==> src/rtl/bpa_pkg.sv <==
// package for the binary page allocator
// holds page state codes, status codes and size constants; no dependencies
package bpa_pkg;

  localparam int unsigned MinPageLog = 8;
  localparam int unsigned ArenaLog   = 16;
  localparam int unsigned SizeW      = 17;
  localparam int unsigned OffW       = 16;

  typedef enum logic [1:0] {
    PS_ABSENT   = 2'd0,
    PS_VACANT   = 2'd1,
    PS_SPLIT    = 2'd2,
    PS_OCCUPIED = 2'd3
  } page_state_e;

  typedef enum logic [1:0] {
    ST_OK      = 2'd0,
    ST_NO_FIT  = 2'd1,
    ST_BAD_OFF = 2'd2
  } status_e;

  // ceil(log2(bytes)), zero and one give zero
  function automatic logic [4:0] size_log(input logic [SizeW-1:0] bytes);
    logic [4:0] r;
    r = 5'd0;
    for (int i = SizeW; i >= 0; i--) begin
      if (((SizeW+1)'(1) << i) >= {1'b0, bytes}) r = 5'(i);
    end
    return r;
  endfunction

endpackage

==> src/rtl/binary_page_allocator_top.sv <==
// binary page allocator top level
// buddy page tree held in one synchronous memory; depends on bpa_pkg
//
// channel  dir  fields
// s_axis   in   tdata: mode[0], req_size[17:1], free_offset[33:18]
// m_axis   out  tdata: page_offset[15:0], status[17:16]
//
// one item at a time; an allocation scans one node at a time from the
// first node of its level upward, reading each node (S_SCAN) and checking it
// (S_CHECK), then passes S_SPLIT, S_SPL2 and S_SPL3 once per split level; a
// free goes straight to the result. after reset a clearing pass writes every
// node, one per cycle, before the first item is taken. a waiting result
// stalls the next item.
module binary_page_allocator_top #(
  parameter int unsigned MIN_PAGE_LOG = bpa_pkg::MinPageLog,
  parameter int unsigned ARENA_LOG    = bpa_pkg::ArenaLog
) (
  input  logic        clk_i,
  input  logic        rst_ni,
  input  logic        s_axis_tvalid,
  output logic        s_axis_tready,
  input  logic [39:0] s_axis_tdata,   // mode, req_size, free_offset
  output logic        m_axis_tvalid,
  input  logic        m_axis_tready,
  output logic [23:0] m_axis_tdata    // page_offset, status
);
  import bpa_pkg::*;

  localparam int unsigned Levels = (ARENA_LOG > MIN_PAGE_LOG) ? ARENA_LOG - MIN_PAGE_LOG : 0;
  localparam int unsigned Nodes  = (2 << Levels) - 1;
  localparam int unsigned AW     = $clog2(Nodes + 1);
  localparam int unsigned NW     = AW + 1;

  localparam logic [3:0] S_CLEAR = 4'd0, S_IDLE = 4'd1, S_SCAN = 4'd2,
                         S_CHECK = 4'd3, S_SPLIT = 4'd4, S_SPL2 = 4'd5,
                         S_SPL3 = 4'd6, S_MARK = 4'd7, S_OUT = 4'd8,
                         S_NEXT = 4'd9;

  logic [1:0]    mem_q [Nodes];
  logic [AW-1:0] raddr;
  logic [1:0]    rdata_q;
  logic          we;
  logic [AW-1:0] waddr;
  logic [1:0]    wdata;

  always_ff @(posedge clk_i) begin
    if (we) mem_q[waddr] <= wdata;
    rdata_q <= mem_q[raddr];
  end

  logic [3:0]    state_q, state_d;
  logic [NW-1:0] n_q, n_d, last_q, last_d;
  logic [5:0]    d_q, d_d, goal_d_q, goal_d_d;
  logic [OffW-1:0] off_q, off_d;
  logic [1:0]    st_q, st_d;

  logic          in_mode;
  logic [SizeW-1:0] in_size;
  logic [OffW-1:0]  in_off;
  logic [5:0]    goal;
  logic [5:0]    gd;
  logic [NW-1:0] fnode;
  logic [NW+OffW:0] offcalc;

  assign in_mode = s_axis_tdata[0];
  assign in_size = s_axis_tdata[17:1];
  assign in_off  = s_axis_tdata[33:18];

  always_comb begin
    goal = {1'b0, size_log(in_size)};
    if (goal < 6'(MIN_PAGE_LOG)) goal = 6'(MIN_PAGE_LOG);
    gd = (goal >= 6'(ARENA_LOG)) ? 6'd0 : 6'(ARENA_LOG) - goal;
    if (gd > 6'(Levels)) gd = 6'(Levels);
    fnode = NW'((NW'(1) << gd) - NW'(1)) + NW'({17'd0, in_off} >> (6'(ARENA_LOG) - gd));
    offcalc = (NW+OffW+1)'(n_q - NW'((NW'(1) << d_q) - NW'(1))) << (6'(ARENA_LOG) - d_q);
  end

  assign s_axis_tready = (state_q == S_IDLE);
  assign m_axis_tvalid = (state_q == S_OUT);
  assign m_axis_tdata  = {6'd0, st_q, off_q};

  always_comb begin
    state_d = state_q; n_d = n_q; last_d = last_q; d_d = d_q; goal_d_d = goal_d_q;
    off_d = off_q; st_d = st_q;
    we = 1'b0; waddr = n_q[AW-1:0]; wdata = PS_ABSENT; raddr = n_q[AW-1:0];
    unique case (state_q)
      S_CLEAR: begin
        we = 1'b1;
        wdata = (n_q == '0) ? PS_VACANT : PS_ABSENT;
        n_d = n_q + NW'(1);
        if (n_q == NW'(Nodes - 1)) state_d = S_IDLE;
      end
      S_IDLE: begin
        if (s_axis_tvalid) begin
          off_d = '0;
          if (in_mode) begin
            state_d = S_OUT;
            if ({1'b0, in_off} >= 17'(1 << ARENA_LOG)) st_d = ST_BAD_OFF;
            else begin
              st_d = ST_OK; we = 1'b1; waddr = fnode[AW-1:0]; wdata = PS_VACANT;
            end
          end else if (goal > 6'(ARENA_LOG)) begin
            st_d = ST_NO_FIT; state_d = S_OUT;
          end else begin
            d_d = 6'(ARENA_LOG) - goal;
            goal_d_d = d_d;
            if (d_d > 6'(Levels)) d_d = 6'(Levels);
            n_d = NW'((NW'(1) << d_d) - NW'(1));
            last_d = NW'((NW'(2) << d_d) - NW'(1));
            state_d = S_SCAN;
          end
        end
      end
      S_SCAN: state_d = S_CHECK;
      S_CHECK: begin
        if (rdata_q == PS_VACANT) state_d = S_SPLIT;
        else if (n_q + NW'(1) != last_q) begin
          n_d = n_q + NW'(1); state_d = S_SCAN;
        end else if (d_q != 6'd0) begin
          d_d = d_q - 6'd1;
          n_d = NW'((NW'(1) << d_d) - NW'(1));
          last_d = NW'((NW'(2) << d_d) - NW'(1));
          state_d = S_SCAN;
        end else begin
          st_d = ST_NO_FIT; state_d = S_OUT;
        end
      end
      S_SPLIT: begin
        if (d_q < goal_d_q && d_q < 6'(Levels)) begin
          we = 1'b1; wdata = PS_SPLIT; state_d = S_SPL2;
        end else state_d = S_MARK;
      end
      S_SPL2: begin
        we = 1'b1; waddr = AW'({n_q, 1'b0} + NW'(2)); wdata = PS_VACANT;
        state_d = S_SPL3;
      end
      S_SPL3: begin
        we = 1'b1; waddr = AW'({n_q, 1'b0} + NW'(1)); wdata = PS_VACANT;
        n_d = NW'({n_q, 1'b0} + NW'(1)); d_d = d_q + 6'd1;
        state_d = S_SPLIT;
      end
      S_MARK: begin
        we = 1'b1; wdata = PS_OCCUPIED;
        off_d = offcalc[OffW-1:0]; st_d = ST_OK; state_d = S_OUT;
      end
      S_OUT: if (m_axis_tready) state_d = S_NEXT;
      S_NEXT: state_d = S_IDLE;
      default: state_d = S_IDLE;
    endcase
  end

  always_ff @(posedge clk_i or negedge rst_ni) begin
    if (!rst_ni) begin
      state_q <= S_CLEAR; n_q <= '0; last_q <= '0; d_q <= '0; goal_d_q <= '0;
      st_q <= ST_OK;
    end else begin
      state_q <= state_d; n_q <= n_d; last_q <= last_d; d_q <= d_d;
      goal_d_q <= goal_d_d; st_q <= st_d;
    end
  end

  always_ff @(posedge clk_i) off_q <= off_d;

  a_no_overlap: assert property (@(posedge clk_i) disable iff (!rst_ni)
    !(s_axis_tready && m_axis_tvalid)) else $error("ready during result");
  a_fail_zero: assert property (@(posedge clk_i) disable iff (!rst_ni)
    m_axis_tvalid && m_axis_tdata[17:16] != ST_OK |-> m_axis_tdata[15:0] == '0)
    else $error("offset on failure");
  a_hold: assert property (@(posedge clk_i) disable iff (!rst_ni)
    m_axis_tvalid && !m_axis_tready |=> m_axis_tvalid && $stable(m_axis_tdata))
    else $error("result dropped");
endmodule

==> config.mk <==
export PLATFORM = sky130hd
export DESIGN_NAME = binary_page_allocator_top
export DESIGN_NICKNAME = d
export VERILOG_FILES = /design/src/rtl/bpa_pkg.sv /design/src/rtl/binary_page_allocator_top.sv
export SDC_FILE = /design/constraint.sdc
export NUM_CORES = 2
export LEC_CHECK = 0
export ABC_CLOCK_PERIOD_IN_PS = 33700
export BUFFER_PORTS_ARGS = -buffer_cell sky130_fd_sc_hd__buf_2
export CAP_MARGIN = 0
export CORE_MARGIN = 1.5
export CORE_UTILIZATION = 63
export DETAILED_ROUTE_END_ITERATION = 7
export PLACE_DENSITY = 0.84
export SLEW_MARGIN = 20
export SYNTH_ARGS = -nofsm -noshare
export SYNTH_HDL_FRONTEND = slang
export SYNTH_SLANG_ARGS = --single-unit
==> constraint.sdc <==
create_clock -name clk_i -period 33.7 [get_ports clk_i]
set_clock_uncertainty 0.05 [all_clocks]
set_input_delay 5.055 -clock clk_i [delete_from_list [all_inputs] [get_ports clk_i]]
set_output_delay 5.055 -clock clk_i [all_outputs]
set_load 0.005 [all_outputs]
==> flow_metrics.tcl <==
set metrics [dict create \
    outcome "completed" \
    setup-tns-final_ns 0 \
    cts_max_path_buffers 3 \
    use_met2_pct 55.3 \
    cp_data_required_time_ns 34.02 \
    routedWlPerCell_um 31.5 \
    antenna_found_initial 4 \
    comb_power_share_pct 38.9 \
    rsz0062_at_grt "no" \
    yosysSeqAreaShare_pct 65.2 \
    clockPowerShare_pct 25.3 \
    ctsHoldBuffers 0 \
    multiInputGateArea_mm2 0.0160 \
    cts_tree "yes" \
    final_util_pct 69.2 \
    setup_viol 0 \
    vias 30527 \
    overflow 0 \
    crit_arrival_ns 14.19 \
    htreeDepth 3 \
    ys_warn_count 0 \
    fmax_ghz 0.0721 \
    pwr-share-seq_pct 35.8 \
    route.detailed.drc 0 \
    hpwl_um 72500 \
    synthCells 3147 \
    slowest_delay_ns 0.95 \
    crit_top_cell "inv_1" \
    clk_pin_slew_ns 0.07 \
    slowest_stage "nor2b_1" \
    synth-compound-area-share_pct 4.11 \
    worstSetupPathType "in2reg" \
    crit_path_end_kind "flip-flop" \
    cts_buffers 102 \
    busiest_layer "met2" \
    synthMuxAreaShare_pct 16.5 \
    fin_nets 3224 \
    grt_pass1_wl_um 198000 \
    n_fill_cell 4402 \
    dr.pass1.iters 7 \
    crit_buf_inv 5 \
    cp_top_family "simple AND/OR/NAND/NOR gates" \
    ys_async_sr_fraction_pct 3.44 \
    syn_to_final_growth_pct 8.79 \
    post_cts_resized 0 \
    ys_ff_latch 1077 \
    io_buffers 56 \
    drt_iter0_drc 5021 \
    power_density_mw_per_mm2 86.0 \
    synth_area_mm2 0.0493 \
    drive_above_1_share_pct 22.9 \
    wl_um 134000 \
    synth-adder-area-share_pct 1.17 \
    avgSynthCellArea_um2 15.7 \
    met3_usage_pct 7.72 \
    p_leak_nw 16.1 \
    power.switching_mw 1.74 \
    max-cap-violations 0 \
    relSlewSlack_pct 17.6 \
    regArea_mm2 0.0322 \
    chipWidth_um 283 \
    synthXorXnorAreaFrac_pct 0.899 \
    synth_cell_types 89 \
    maxSlewViolCount 0 \
    critical_path.max_fanout 22 \
    fin_crit_sh_pct 41.2 \
    rows 102 \
    num_io_pins 70 \
    routed_via_density 7.16 \
    grt_pass1_vias 30768 \
    synth_top_flop_cell "edfxtp_1" \
    fp.dieH_um 283 \
    hold_viol_final 0 \
    swShare_pct 37.8 \
    synth-simple-area-share_pct 9.68 \
    grtUsageTotal_pct 34.0 \
    hold_path_class "reg2reg" \
    vdd_drop_max_mv 0.0898 \
    min_period_ns 13.87 \
    gp_congestion 0.903 \
    cts_root_buffer "clkbuf_16" \
    initial_core_util_pct 63.6 \
    synth_top_family_by_area "multiplexers" \
    start_kind "input pin" \
    tightest_slew_ns 1.23 \
    clk_latency_ns 0.70 \
    design_area_mm2 0.0536 \
    placed_area_mm2 0.0503 \
    post-cts-setup-buffers 0 \
    die-area_mm2 0.0799 \
    grt_start_max_net_pins 289 \
    synth_edf_count 1038 \
    cts_sinks 1077 \
    use_met1_pct 43.5 \
    ant_nets 0 \
    power.internal_mw 2.87 \
    coreArea_mm2 0.0775 \
]
==> placed cells by master (no fill, tap or decap), drive strengths merged, types with 11 or more instances in the layout <==
master,n
nand4,14
ha,43
nand3,38
nor4,11
o21a,11
mux2i,30
a31oi,16
nand2,208
xor2,16
a211oi,18
nor2b,11
buf,97
nand2b,20
mux4,343
edfxtp,1038
a21o,16
clkbuf,132
o21ai,85
nor2,578
and3,14
inv,56
mux2,11
nor3,62
dfrtp,37
clkinv,42
xnor2,26
and2,20
a21oi,67
==> synth_stat cells (10+ instances only) <==
library cell	count	area, µm²
nor2_2	100	626
o22ai_1	10	62.6
mux2_2	11	124
buf_2	27	135
a211oi_1	17	128
nand3_1	37	185
nand2_8	10	200
mux4_2	343	7720
nand2_1	198	743
a21o_1	16	120
nor4_1	11	68.8
a31oi_1	16	100
and2_1	19	119
a21oi_1	67	335
mux2i_1	30	300
nand2b_1	20	125
edfxtp_1	1038	31200
and3_1	14	87.6
or3_1	10	62.6
buf_1	48	180
nand4_1	14	87.6
dfrtp_1	37	926
o21a_1	11	82.6
clkbuf_1	123	462
ha_1	43	538
o21ai_0	84	420
buf_6	13	146
nor2_1	478	1790
nor2b_1	11	68.8
nor3_1	60	300
inv_1	46	173
xnor2_1	25	219
xor2_1	16	140
==> logic make-up (layout without fill, tap and decap cells) <==
kind of cell | count (synthesis) | after routing
AOI/OAI and AO/OA | 309 | 309
xor gates and xnor gates | 45 | 45
muxes | 384 | 384
other | 1 | 8
adders and majority gates | 45 | 45
and+or+nand+nor | 1017 | 1017
buffers and inverters | 269 | 337
DFF | 1077 | 1077
==> worst register-to-register path, stage by stage (launching register included) <==
cell and delay [ns]:
dfrtp_1 0.71, ha_1 0.35, a21o_1 0.17, a211o_1 0.28, a31o_2 0.23, a211o_1 0.41
or3_1 0.39, a21oi_4 0.63, buf_6 0.70, buf_6 0.86, buf_4 1.03
==> per-layer routing <==
layer / part of all wire, % / vias to the layer above / wire length, µm
li1: - / 12192 / -
met2: 49 / 2508 / 65500
met5: 0.033 / - / 44
met3: 12 / 529 / 15800
met1: 34 / 15292 / 45500
met4: 5.7 / 6 / 7680
==> power groups by stage <==
stage / Combinational (mW) / Clock [mW] / Sequential (mW)
2_1_floorplan: 1.29 / 0 / 1.66
3_3_place_gp: 1.64 / 0 / 1.67
4_1_cts: 1.74 / 1.17 / 1.65
3_5_place_dp: 1.70 / 0 / 1.67
5_1_grt: 1.87 / 1.21 / 1.66
6_report: 1.79 / 1.17 / 1.65
==> state kept, by name (all words and copies together), names as in the netlist <==
name,cells
d_q,6
goal_d_q,6
last_q,10
mem_q,1022
n_q,10
off_q,16
rdata_q,2
st_q,1
state_q,4
==> per-stage QoR <==
step	total power, mW	hold slack, ns	std cells	setup WS, ns
floorplan	2.95	0.399	3153	3.42
global placement	3.31	0.421	4070	19.55
detailed placement	3.37	0.431	4070	19.34
CTS	4.56	0.445	4260	20.01
global route	4.73	0.465	4261	19.40
finish	4.61	0.439	4262	19.83
==> area by class of cell <==
cell class,count,share of cell area [%]
diodes,1,0.00467
clock buffers,132,5.01
clock inverters,58,1.17
inverters,50,0.350
multi-input cells,1807,29.9
flip-flops and latches,1077,60.0
well taps,1040,2.43
repair buffers,97,1.19
==> final timing paths <==
| kind | start | endpoint | slack (ns) | cells past startpoint |
|---|---|---|---|---|
| setup / recovery | s_axis_tdata[4] | mem_q[228][1]$_DFFE_PP_ | 19.83 | 27 |
| hold / removal | goal_d_q[3]$_DFFE_PN0P_ | goal_d_q[3]$_DFFE_PN0P_ | 0.44 | 1 |
| setup reg to reg | d_q[1]$_DFFE_PN0P_ | mem_q[138][1]$_DFFE_PP_ | 27.51 | 10 |
| hold reg to reg | goal_d_q[3]$_DFFE_PN0P_ | goal_d_q[3]$_DFFE_PN0P_ | 0.44 | 1 |
| max in group asynchronous | rst_ni | n_q[1]$_DFFE_PN0P_ | 28.46 | 1 |
| min in group asynchronous | rst_ni | d_q[3]$_DFFE_PN0P_ | 4.47 | 1 |
Note: power is estimated with default switching activity, not from simulation.
